File: src/hdl/assert_macros.svh
`ifndef ASSERT_MACROS_SVH
`define ASSERT_MACROS_SVH

// Same-cycle implication, checked outside reset.
`define SPQ_ASSERT_IMP(label, ante, cons) \
   label: assert property (@(posedge clock) disable iff (reset) (ante) |-> (cons)) \
      else $error("%m: check failed");

// Next-cycle implication, checked outside reset.
`define SPQ_ASSERT_NXT(label, ante, cons) \
   label: assert property (@(posedge clock) disable iff (reset) (ante) |=> (cons)) \
      else $error("%m: check failed");

`endif

File: src/hdl/spq_pkg.sv
`timescale 1ns / 1ps
`default_nettype none

package spq_pkg;

   localparam int DEFAULT_DEPTH = 16;
   localparam int VALUE_W       = 32;
   localparam int OCC_W         = 5;

   // operation codes
   localparam logic FUNC_INSERT = 1'b0;
   localparam logic FUNC_REMOVE = 1'b1;

   // result status codes
   localparam logic [1:0] ST_INSERTED = 2'd0;
   localparam logic [1:0] ST_REMOVED  = 2'd1;
   localparam logic [1:0] ST_EMPTY    = 2'd2;
   localparam logic [1:0] ST_FULL     = 2'd3;

   typedef struct packed {
      logic                      func;
      logic signed [VALUE_W-1:0] value_in;
   } req_type;

   typedef struct packed {
      logic [1:0]                status;
      logic signed [VALUE_W-1:0] value_out;
      logic [OCC_W-1:0]          occupancy;
      logic                      is_empty;
   } rsp_type;

   typedef enum logic [1:0] {
      RD_HEAD,
      RD_TAIL,
      RD_NEXT
   } rd_sel_type;

   typedef enum logic [1:0] {
      WR_NONE,
      WR_SHIFT,
      WR_STOP,
      WR_FRONT
   } wr_sel_type;

   typedef struct packed {
      logic       load;
      rd_sel_type rd_sel;
      wr_sel_type wr_sel;
      logic       idx_dec;
      logic       cnt_inc;
      logic       pop;
      logic       post;
      logic [1:0] status;
   } cmd_type;

   typedef struct packed {
      logic empty;
      logic full;
      logic less;
      logic idx_zero;
   } sts_type;

endpackage

`default_nettype wire

File: src/hdl/spq_dpath.sv
`timescale 1ns / 1ps
`default_nettype none
`include "assert_macros.svh"

module spq_dpath #(
   parameter int DEPTH = spq_pkg::DEFAULT_DEPTH
) (
   input  logic                                     clock,
   input  logic                                     reset,
   input  logic signed [spq_pkg::VALUE_W-1:0]       req_value,
   input  spq_pkg::cmd_type                         cmd,
   output spq_pkg::sts_type                         sts,
   output spq_pkg::rsp_type                         rsp_data
);
   import spq_pkg::*;

   localparam int PW = (DEPTH > 1) ? $clog2(DEPTH) : 1;
   localparam int CW = $clog2(DEPTH + 1);

   // circular store: logical entry 0 (largest) lives at head_ff
   logic signed [VALUE_W-1:0] mem [DEPTH];

   logic [PW-1:0]             head_ff,   head_in;
   logic [CW-1:0]             count_ff,  count_in;
   logic [PW-1:0]             idx_ff,    idx_in;
   logic signed [VALUE_W-1:0] value_ff,  value_in;
   logic signed [VALUE_W-1:0] removed_ff, removed_in;
   logic signed [VALUE_W-1:0] rd_data_ff;
   rsp_type                   rsp_ff,    rsp_in;

   logic [PW:0]               rd_log;
   logic [PW:0]               wr_log;
   logic [PW-1:0]             rd_addr;
   logic [PW-1:0]             wr_addr;
   logic                      wr_en;
   logic signed [VALUE_W-1:0] wr_data;

   function automatic logic [PW-1:0] phys(input logic [PW-1:0] head,
                                          input logic [PW:0]   logical);
      logic [PW:0] sum;
      sum = {1'b0, head} + logical;
      if (sum >= (PW+1)'(DEPTH)) begin
         sum = sum - (PW+1)'(DEPTH);
      end
      return sum[PW-1:0];
   endfunction

   always_comb begin
      unique case (cmd.rd_sel)
         RD_HEAD: rd_log = '0;
         RD_TAIL: rd_log = (PW+1)'(count_ff - 1'b1);
         RD_NEXT: rd_log = {1'b0, idx_ff} - 1'b1;
         default: rd_log = '0;
      endcase
      rd_addr = phys(head_ff, rd_log);
   end

   always_comb begin
      wr_en   = (cmd.wr_sel != WR_NONE);
      wr_log  = (cmd.wr_sel == WR_FRONT) ? '0 : ({1'b0, idx_ff} + 1'b1);
      wr_addr = phys(head_ff, wr_log);
      wr_data = (cmd.wr_sel == WR_SHIFT) ? rd_data_ff : value_ff;
   end

   always_ff @(posedge clock) begin
      if (wr_en) begin
         mem[wr_addr] <= wr_data;
      end
      rd_data_ff <= mem[rd_addr];
   end

   always_comb begin
      head_in    = head_ff;
      count_in   = count_ff;
      idx_in     = idx_ff;
      value_in   = value_ff;
      removed_in = removed_ff;
      rsp_in     = rsp_ff;
      if (cmd.load) begin
         value_in = req_value;
         idx_in   = PW'(count_ff - 1'b1);
      end
      if (cmd.idx_dec) begin
         idx_in = idx_ff - 1'b1;
      end
      if (cmd.cnt_inc) begin
         count_in = count_ff + 1'b1;
      end
      if (cmd.pop) begin
         removed_in = rd_data_ff;
         count_in   = count_ff - 1'b1;
         head_in    = (head_ff == PW'(DEPTH - 1)) ? '0 : (head_ff + 1'b1);
      end
      if (cmd.post) begin
         rsp_in.status    = cmd.status;
         rsp_in.value_out = (cmd.status == ST_REMOVED) ? removed_ff : '0;
         rsp_in.occupancy = OCC_W'(count_ff);
         rsp_in.is_empty  = (count_ff == '0);
      end
   end

   always_ff @(posedge clock) begin
      if (reset) begin
         head_ff  <= '0;
         count_ff <= '0;
      end else begin
         head_ff  <= head_in;
         count_ff <= count_in;
      end
      idx_ff     <= idx_in;
      value_ff   <= value_in;
      removed_ff <= removed_in;
      rsp_ff     <= rsp_in;
   end

   assign sts.empty    = (count_ff == '0);
   assign sts.full     = (count_ff == CW'(DEPTH));
   assign sts.less     = (rd_data_ff < value_ff);
   assign sts.idx_zero = (idx_ff == '0);
   assign rsp_data     = rsp_ff;

   `SPQ_ASSERT_IMP(a_no_inc_full, cmd.cnt_inc, !sts.full)
   `SPQ_ASSERT_IMP(a_no_pop_empty, cmd.pop, !sts.empty)
   `SPQ_ASSERT_IMP(a_count_bound, 1'b1, count_ff <= CW'(DEPTH))

endmodule

`default_nettype wire

File: src/hdl/spq_ctrl.sv
`timescale 1ns / 1ps
`default_nettype none
`include "assert_macros.svh"

module spq_ctrl (
   input  logic             clock,
   input  logic             reset,
   input  logic             req_valid,
   input  logic             req_func,
   output logic             req_stall,
   output logic             rsp_valid,
   input  logic             rsp_stall,
   input  spq_pkg::sts_type sts,
   output spq_pkg::cmd_type cmd
);
   import spq_pkg::*;

   typedef enum logic [2:0] {
      S_IDLE,
      S_REMOVE,
      S_SCAN,
      S_PLACE,
      S_FINISH
   } state_type;

   state_type  state_ff,     state_in;
   logic [1:0] status_ff,    status_in;
   logic       rsp_valid_ff, rsp_valid_in;
   logic       out_free;

   assign out_free = !rsp_valid_ff || !rsp_stall;

   always_comb begin
      state_in     = state_ff;
      status_in    = status_ff;
      rsp_valid_in = rsp_valid_ff && rsp_stall;
      cmd.load     = 1'b0;
      cmd.rd_sel   = RD_HEAD;
      cmd.wr_sel   = WR_NONE;
      cmd.idx_dec  = 1'b0;
      cmd.cnt_inc  = 1'b0;
      cmd.pop      = 1'b0;
      cmd.post     = 1'b0;
      cmd.status   = status_ff;
      unique case (state_ff)
         S_IDLE: begin
            if (req_valid) begin
               cmd.load = 1'b1;
               if (req_func == FUNC_INSERT) begin
                  priority if (sts.full) begin
                     status_in = ST_FULL;
                     state_in  = S_FINISH;
                  end else if (sts.empty) begin
                     status_in = ST_INSERTED;
                     state_in  = S_PLACE;
                  end else begin
                     status_in  = ST_INSERTED;
                     cmd.rd_sel = RD_TAIL;
                     state_in   = S_SCAN;
                  end
               end else begin
                  if (sts.empty) begin
                     status_in = ST_EMPTY;
                     state_in  = S_FINISH;
                  end else begin
                     status_in  = ST_REMOVED;
                     cmd.rd_sel = RD_HEAD;
                     state_in   = S_REMOVE;
                  end
               end
            end
         end
         S_REMOVE: begin
            cmd.pop  = 1'b1;
            state_in = S_FINISH;
         end
         S_SCAN: begin
            if (sts.less) begin
               cmd.wr_sel = WR_SHIFT;
               if (sts.idx_zero) begin
                  state_in = S_PLACE;
               end else begin
                  cmd.rd_sel  = RD_NEXT;
                  cmd.idx_dec = 1'b1;
               end
            end else begin
               cmd.wr_sel  = WR_STOP;
               cmd.cnt_inc = 1'b1;
               state_in    = S_FINISH;
            end
         end
         S_PLACE: begin
            cmd.wr_sel  = WR_FRONT;
            cmd.cnt_inc = 1'b1;
            state_in    = S_FINISH;
         end
         S_FINISH: begin
            if (out_free) begin
               cmd.post     = 1'b1;
               rsp_valid_in = 1'b1;
               state_in     = S_IDLE;
            end
         end
         default: state_in = S_IDLE;
      endcase
   end

   always_ff @(posedge clock) begin
      if (reset) begin
         state_ff     <= S_IDLE;
         status_ff    <= ST_INSERTED;
         rsp_valid_ff <= 1'b0;
      end else begin
         state_ff     <= state_in;
         status_ff    <= status_in;
         rsp_valid_ff <= rsp_valid_in;
      end
   end

   assign req_stall = (state_ff != S_IDLE);
   assign rsp_valid = rsp_valid_ff;

   `SPQ_ASSERT_IMP(a_post_free, cmd.post, out_free)
   `SPQ_ASSERT_NXT(a_accept_busy, req_valid && !req_stall, state_ff != S_IDLE)

endmodule

`default_nettype wire

File: src/hdl/sorted_priority_queue.sv
`timescale 1ns / 1ps
`default_nettype none
// Channel   Ports                            Direction  Moves
// req       req_valid req_stall req_data     in         one operation per transfer
// rsp       rsp_valid rsp_stall rsp_data     out        one result per transfer
//
// Steps: a remove runs S_REMOVE then S_FINISH, an insert into an empty store S_PLACE then
// S_FINISH, insert on full or remove on empty goes straight to S_FINISH, and an insert into
// a non-empty store runs S_SCAN, one value moved per read-port cycle, then S_PLACE or S_FINISH.
// No new transfer is taken until the result is posted and the block is idle again.
// Reset: synchronous, active high; empties the queue, stored values are not cleared.
// Stalls: a new operation is taken while a result still waits on rsp; the block holds
// before posting the next result until the previous one has left.

module sorted_priority_queue #(
   parameter int DEPTH = spq_pkg::DEFAULT_DEPTH
) (
   input  logic             clock,
   input  logic             reset,
   input  logic             req_valid,
   output logic             req_stall,
   input  spq_pkg::req_type req_data,
   output logic             rsp_valid,
   input  logic             rsp_stall,
   output spq_pkg::rsp_type rsp_data
);
   import spq_pkg::*;

   // controller drives commands, datapath reports store status
   cmd_type cmd;
   sts_type sts;

   spq_ctrl u_ctrl (
      .clock     (clock),
      .reset     (reset),
      .req_valid (req_valid),
      .req_func  (req_data.func),
      .req_stall (req_stall),
      .rsp_valid (rsp_valid),
      .rsp_stall (rsp_stall),
      .sts       (sts),
      .cmd       (cmd)
   );

   // circular store, insertion scan from the tail, result register
   spq_dpath #(
      .DEPTH (DEPTH)
   ) u_dpath (
      .clock     (clock),
      .reset     (reset),
      .req_value (req_data.value_in),
      .cmd       (cmd),
      .sts       (sts),
      .rsp_data  (rsp_data)
   );

endmodule

`default_nettype wire

File: config.mk
export PLATFORM = sky130hd
export DESIGN_NAME = sorted_priority_queue
export DESIGN_NICKNAME = d
export VERILOG_FILES = /design/src/hdl/spq_pkg.sv /design/src/hdl/spq_dpath.sv /design/src/hdl/spq_ctrl.sv /design/src/hdl/sorted_priority_queue.sv
export VERILOG_INCLUDE_DIRS = /design/src /design/src/hdl
export SDC_FILE = /design/constraint.sdc
export NUM_CORES = 1
export LEC_CHECK = 0
export BUFFER_PORTS_ARGS = -buffer_cell sky130_fd_sc_hd__clkbuf_2
export CAP_MARGIN = 20
export CORE_ASPECT_RATIO = 1.1
export CORE_MARGIN = 3
export CORE_UTILIZATION = 35
export CTS_CLUSTER_SIZE = 8
export DETAILED_ROUTE_END_ITERATION = 10
export SLEW_MARGIN = 20
export SYNTH_ARGS = -nofsm -noshare
export SYNTH_HDL_FRONTEND = slang
export SYNTH_HIERARCHICAL = 1
export SYNTH_SLANG_ARGS = --single-unit
File: constraint.sdc
create_clock -name clock -period 7.7 [get_ports clock]
set_input_delay 1.54 -clock clock [delete_from_list [all_inputs] [get_ports clock]]
set_output_delay 1.54 -clock clock [all_outputs]
set_load 0.02 [all_outputs]
==> impl_metrics.ini, run 1 <==
[status]
outcome = complete, no violations

[setup_path]
crit_arrival_ps = 7340
cp-end-kind = register
crit_path_top_delay_cell = fa_4
required_ps = 8170
cp.buffers_inverters = 3
rrSetupSlack_ps = 830
worstSetupPathType = reg2reg
startpoint_type = register
cp_cell_sequence = inv_1 -> ha_1 -> nand4_1 -> or3_1 -> nor4_1 -> o32ai_1 -> mux2i_1 -> nand3b_1 -> nor3_1 -> inv_1 -> ha_1 -> a22oi_1 -> nor2_1 -> ha_4 -> fa_4 -> buf_12 -> mux4_2 -> mux4_2
slowest_delay_ps = 1150
path_delay_family = simple AND/OR/NAND/NOR gates
r2r_start = u_dpath/value_ff[14]
rr_worst_depth = 18
crit_fanout = 71
worstReg2RegEnd = u_dpath/rd_data_ff[18]

[global_routing]
track_usage_pct = 15.4
grt_overflow = 0
grt_pass1_vias = 13200
grt_start_max_net_pins = 72
grt_pass1_wl_um = 87400
antenna_found_initial = 0

[min_path]
min_from = u_ctrl/status_ff[0]
min_path_cells = 0
hold_class = reg2reg
hold_end = u_dpath/rsp_data[38]

[power]
powerDensity_nw_per_um2 = 369
irDropWorstVdd_v = 0.000157
power.total_mw = 11.2
leakage_nw = 9.85

[cts]
clk_latency_ps = 620
htreeDepth = 3
cts.sink_count = 667
cts_buffers = 93
cts_max_path_buffers = 3
cts_setup_buffers = 0
cts_tree = built
ctsHoldBuffers = 0
cts.clk_slew.worst_paths_ps = 50
cts_root_buf = clkbuf_16
cts-resized-gates = 0

[floorplan]
rows = 103
die_y_um = 291
io_pins = 79
start_util_pct = 35.7
core_area_um2 = 72600
die_area_um2 = 77300
die_x_um = 265

[finish]
area_growth_pct = 17.2
final_layout_size_suffix_gt1_share_pct = 27.9
fillers = 6246
antenna-diode-count = 0
utilization_pct = 41.8
final_common_cell = edfxtp_1
most-common-layout-cells = edfxtp_1, mux4_2, clkbuf_16
fin_cells = 2422
final_nets = 1492

[drt]
first_pass_iters = 6
routed_via_density = 5.18
wl_um = 58700
vias = 12500
drt_iter0_markers = 1232
remaining_drc_errors = 0
drtAntennaViolNets = 0
wl_per_cell_um = 24.2

[synth]
yosysSeqAreaShare_pct = 75.5
synth_seq_cells = 667
ys_warn_count = 6
syn-mean-instance-area_um2 = 20.7
synth_edf_count = 620
netlist_area_um2 = 25900
ys_types = 56
syn-num-nets = 1335
synth-async-reset-ratio_pct = 0
syn_inst = 1251
synthFlopType = edfxtp_1

[place]
portBuffers = 78
hpwl_um = 31000
place_congestion = 0.741
dp_cells = 2258

[sta]
finalHoldViolCount = 0
fin_skew_ps = 23.2
period_share_pct = 89.2
finalCriticalPeriod_ps = 6870
slew_viol_final = 0
timing.fmax_mhz = 146
fin_tns_setup_ps = 0
rsz0062_at_grt = false
worst_pin_slew_ps = 1040
max_slew_margin_pct = 30.2
setup_viol = 0

[job]
maxCapViolCount = 0
==> Yosys cell counts (3+ instances only) <==
cell | number | area (um^2)
a211oi_1 | 5 | 37.5
a21o_1 | 4 | 30.0
a21oi_1 | 28 | 140
and2_1 | 32 | 200
buf_2 | 12 | 60.1
buf_4 | 8 | 60.1
buf_6 | 6 | 67.6
clkbuf_1 | 25 | 93.8
dfxtp_1 | 47 | 941
edfxtp_1 | 620 | 18600
ha_1 | 45 | 563
inv_1 | 40 | 150
mux2_2 | 3 | 33.8
mux2i_1 | 5 | 50.1
mux4_2 | 160 | 3600
nand2_1 | 48 | 180
nand2b_1 | 5 | 31.3
nand4_1 | 4 | 25.0
nor2_1 | 22 | 82.6
nor2b_1 | 6 | 37.5
nor3_1 | 20 | 100
nor3_2 | 3 | 30.0
nor3b_1 | 3 | 22.5
nor4_1 | 3 | 18.8
nor4b_1 | 4 | 35.0
o211ai_1 | 3 | 22.5
o21ai_1 | 35 | 175
or3_1 | 4 | 25.0
xnor2_1 | 9 | 78.8
xor2_1 | 9 | 78.8
==> state kept, by name, summed over array words and instances (netlist names) <==
signal	cells
u_ctrl/rsp_valid	1
u_dpath/rsp_data	40
u_dpath/mem	512
u_dpath/idx_ff	4
u_dpath/count_ff	5
u_ctrl/state_ff	3
u_dpath/removed_ff	32
u_dpath/rd_data_ff	32
u_dpath/head_ff	4
u_dpath/value_ff	32
u_ctrl/status_ff	2
==> report_power, final <==
part,internal [mW],total [mW],switching (mW),leakage (nW)
combinational,0.926,2.43,1.50,2.56
sequential,4.81,5.02,0.216,6.00
clock,2.31,3.75,1.44,1.29
==> per-layer routing <==
layer	vias to the layer above	global-route usage, %	routed length [um]
met5	-	0	0
met3	104	2.71	3730
met2	416	24.4	27800
met4	0	5.45	1610
li1	5423	-	-
met1	6604	21.3	25500
==> area by class of cell <==
class / instances / area, um^2 / area share (%)
clock inverters: 5 / 46.3 / 0.153
clock buffers: 159 / 2650 / 8.73
inverters: 40 / 150 / 0.495
flip-flops and latches: 667 / 19600 / 64.4
well taps: 945 / 1180 / 3.90
repair buffers: 114 / 711 / 2.34
multi-input cells: 492 / 6050 / 19.9
==> stage by stage <==
| stage | hold slack [ps] | worst slack (ps) | area (um^2) |
|---|---|---|---|
| floorplan | 409 | 1590 | 25900 |
| global placement | 437 | 919 | 27600 |
| detailed placement | 449 | 902 | 27600 |
| CTS | 459 | 865 | 30300 |
| global route | 463 | 505 | 30400 |
| finish | 454 | 833 | 30400 |
==> how the worst max path moves through the flow <==
stage / to / cells after the start / slack, ps / start
2_1_floorplan: u_dpath/mem[10][0] / 16 / 1590 / u_dpath/value_ff[15]
3_5_place_dp: u_dpath/rd_data_ff[28] / 18 / 900 / u_dpath/value_ff[12]
3_3_place_gp: u_dpath/rd_data_ff[18] / 18 / 920 / u_dpath/value_ff[12]
6_report: u_dpath/rd_data_ff[18] / 18 / 830 / u_dpath/value_ff[14]
4_1_cts: u_dpath/rd_data_ff[28] / 18 / 860 / u_dpath/value_ff[12]
5_1_grt: u_dpath/rd_data_ff[29] / 18 / 500 / u_dpath/value_ff[13]
==> worst reg2reg max path, cell delays in order, from the launching register on <==
cell,delay (ps)
edfxtp_1,330
inv_1,70
ha_1,300
nand4_1,230
or3_1,510
nor4_1,720
o32ai_1,200
mux2i_1,550
nand3b_1,240
nor3_1,260
inv_1,70
ha_1,230
a22oi_1,190
nor2_1,90
ha_4,170
fa_4,1150
buf_12,470
mux4_2,430
mux4_2,510
==> cells by family (layout without fill, tap and decap cells) <==
kind of cell    after synthesis  count (layout)  synth area share, %
mux                         168             168                 14.2
xor+xnor                     19              19                0.672
simple gates                168             168                 3.53
flops                       667             667                 75.5
fa+ha+maj                    47              47                 2.33
buf+inv                      92             318                 1.68
compound gates               90              90                 2.02
(Power assumes the default switching activity.)
==> run 2, diff against run 1 <==
--- a/config.mk
+++ b/config.mk
@@ -16,5 +16,4 @@
 export SLEW_MARGIN = 20
 export SYNTH_ARGS = -nofsm -noshare
 export SYNTH_HDL_FRONTEND = slang
-export SYNTH_HIERARCHICAL = 1
 export SYNTH_SLANG_ARGS = --single-unit
==> run 2 against run 1 <==
Effect of this change:
- fmax grew 12%
- sequential share of layout area shrank 0.25 points
- register-to-register slack gained 740 ps
- largest cell class unchanged
==> impl_metrics.ini, run 2 <==
[power]
leakage_nw = 10.0
powerDensity_nw_per_um2 = 348
irDropWorstVdd_v = 0.000150

[sta]
max_slew_margin_pct = 38.6
rsz0062_at_grt = false
worst_pin_slew_ps = 921
timing.fmax_mhz = 163
setup_viol = 0
period_share_pct = 79.6
finalHoldViolCount = 0
fin_tns_setup_ps = 0
finalCriticalPeriod_ps = 6130
slew_viol_final = 0
fin_skew_ps = 28.2

[global_routing]
antenna_found_initial = 2
grt_start_max_net_pins = 65
grt_pass1_vias = 12900
track_usage_pct = 15.2
grt_overflow = 0
grt_pass1_wl_um = 86700

[drt]
vias = 12300
wl_um = 58800
routed_via_density = 5.10
remaining_drc_errors = 0
drt_iter0_markers = 1111
wl_per_cell_um = 24.4
first_pass_iters = 5
drtAntennaViolNets = 0

[synth]
syn-num-nets = 1314
ys_types = 55
synth_top_area_share_pct = 71.6
syn_inst = 1230
synth_area_leaders = edfxtp_1, mux4_2, dfxtp_1
ys_warn_count = 0
yosysSeqAreaShare_pct = 75.2
netlist_area_um2 = 26000
synthFlopType = edfxtp_1
synthMostInstantiatedCell = edfxtp_1
synth_top_cell_by_area = edfxtp_1
synth-async-reset-ratio_pct = 0
synth_seq_cells = 667
syn-mean-instance-area_um2 = 21.1
synthTopCellsByCount = edfxtp_1, mux4_2, dfxtp_1
synth_edf_count = 620

[place]
hpwl_um = 30200
placed_cell_area_um2 = 27800
place_congestion = 0.735
portBuffers = 78

[cts]
cts.clk_slew.worst_paths_ps = 50
cts.sink_count = 667
ctsHoldBuffers = 0
htreeDepth = 3
cts_root_buf = clkbuf_16
cts_setup_buffers = 0
cts_tree = built
cts-resized-gates = 0
cts_max_path_buffers = 3
cts_buffers = 93
clk_latency_ps = 630

[job]
maxCapViolCount = 0

[setup_path]
crit_arrival_ps = 6610
worstSetupPathType = reg2reg
startpoint_type = register
crit_fanout = 51
cp-end-kind = register
required_ps = 8180

[finish]
final_common_cell = edfxtp_1
largest_reg_flops = 512
most-common-layout-cells = edfxtp_1, mux4_2, clkbuf_16
area_growth_pct = 17.2
design_area_um2 = 30500
final_nets = 1470
final_layout_size_suffix_gt1_share_pct = 30.3
largest-register = u_dpath.mem

[floorplan]
die_x_um = 266
die_y_um = 292
core_area_um2 = 73400
io_pins = 79
die_area_um2 = 77600
rows = 104
start_util_pct = 35.4

[status]
outcome = complete, no violations

[min_path]
hold_class = reg2reg
==> run 2: where the power goes <==
part / internal (mW) / total (mW) / switching, mW
sequential: 4.62 / 4.81 / 0.190
combinational: 0.822 / 2.06 / 1.24
clock: 2.30 / 3.73 / 1.43
==> run 2: area by class of cell <==
| cell class | instances | area (um^2) |
|---|---|---|
| timing repair buffer | 105 | 643 |
| tap | 954 | 1190 |
| clock inverter | 4 | 50.0 |
| multi-input combinational | 477 | 6220 |
| inverter | 42 | 158 |
| sequential | 667 | 19600 |
| fill | 6419 | 42900 |
| clock buffer | 159 | 2640 |
| antenna | 2 | 5.00 |
==> run 2: cell families (layout without fill, tap and decap cells) <==
family / count (synthesis) / in the layout / share of synthesized area [%]
multiplexers: 195 / 195 / 15.8
adder cells (fa/ha/maj): 47 / 47 / 2.32
XOR/XNOR: 19 / 19 / 0.640
other: 0 / 2 / 0
buffers and inverters: 86 / 310 / 1.49
flip-flops: 667 / 667 / 75.2
AND/OR/NAND/NOR: 151 / 151 / 2.86
AO/OA/AOI/OAI: 65 / 65 / 1.69
==> run 2: per-stage QoR <==
| step | setup slack, ps | cells | hold slack (ps) | util (%) | power (mW) |
|---|---|---|---|---|---|
| floorplan | 2970 | 1230 | 423 | - | 6.24 |
| global placement | 1560 | 2244 | 455 | 37.8 | 6.92 |
| detailed placement | 1530 | 2245 | 454 | 37.8 | 6.98 |
| CTS | 1490 | 2408 | 455 | 41.5 | 10.7 |
| global route | 1210 | 2408 | 473 | 41.5 | 11.1 |
| finish | 1570 | 2410 | 460 | 41.5 | 10.6 |
==> run 2: critical path: stages, from the launching register on <==
cell      delay [ps]
edfxtp_1         360
inv_1             50
ha_1             280
nand2_1           50
o21ai_1          160
a41oi_1          290
o41ai_2          870
nand2_1          150
a21oi_2          260
or2_2            190
inv_2             80
ha_1             230
a22oi_1          160
nor2_1            90
ha_4             170
fa_4            1360
buf_12           340
mux4_2           350
mux4_2           490
==> run 2: final timing paths <==
check / start / endpoint / slack (ps) / depth (start not counted)
hold reg to reg: u_dpath.rd_data_ff[3] / u_dpath.removed_ff[3] / 460 / 0
setup / recovery: u_dpath.value_ff[2] / u_dpath.rd_data_ff[25] / 1570 / 18
setup reg to reg: u_dpath.value_ff[2] / u_dpath.rd_data_ff[25] / 1570 / 18
hold / removal: u_dpath.rd_data_ff[3] / u_dpath.removed_ff[3] / 460 / 0
==> run 2: metal layers <==
| metal | share of wire (%) | wire (um) | track usage (%) | up-vias |
|---|---|---|---|---|
| met4 | 1.6 | 958 | 4.68 | 2 |
| met2 | 51 | 29900 | 25.8 | 331 |
| met3 | 5.2 | 3070 | 2.44 | 78 |
| met1 | 42 | 24800 | 20.3 | 6545 |
| li1 | - | - | - | 5337 |
| met5 | 0.012 | 7 | 0 | - |
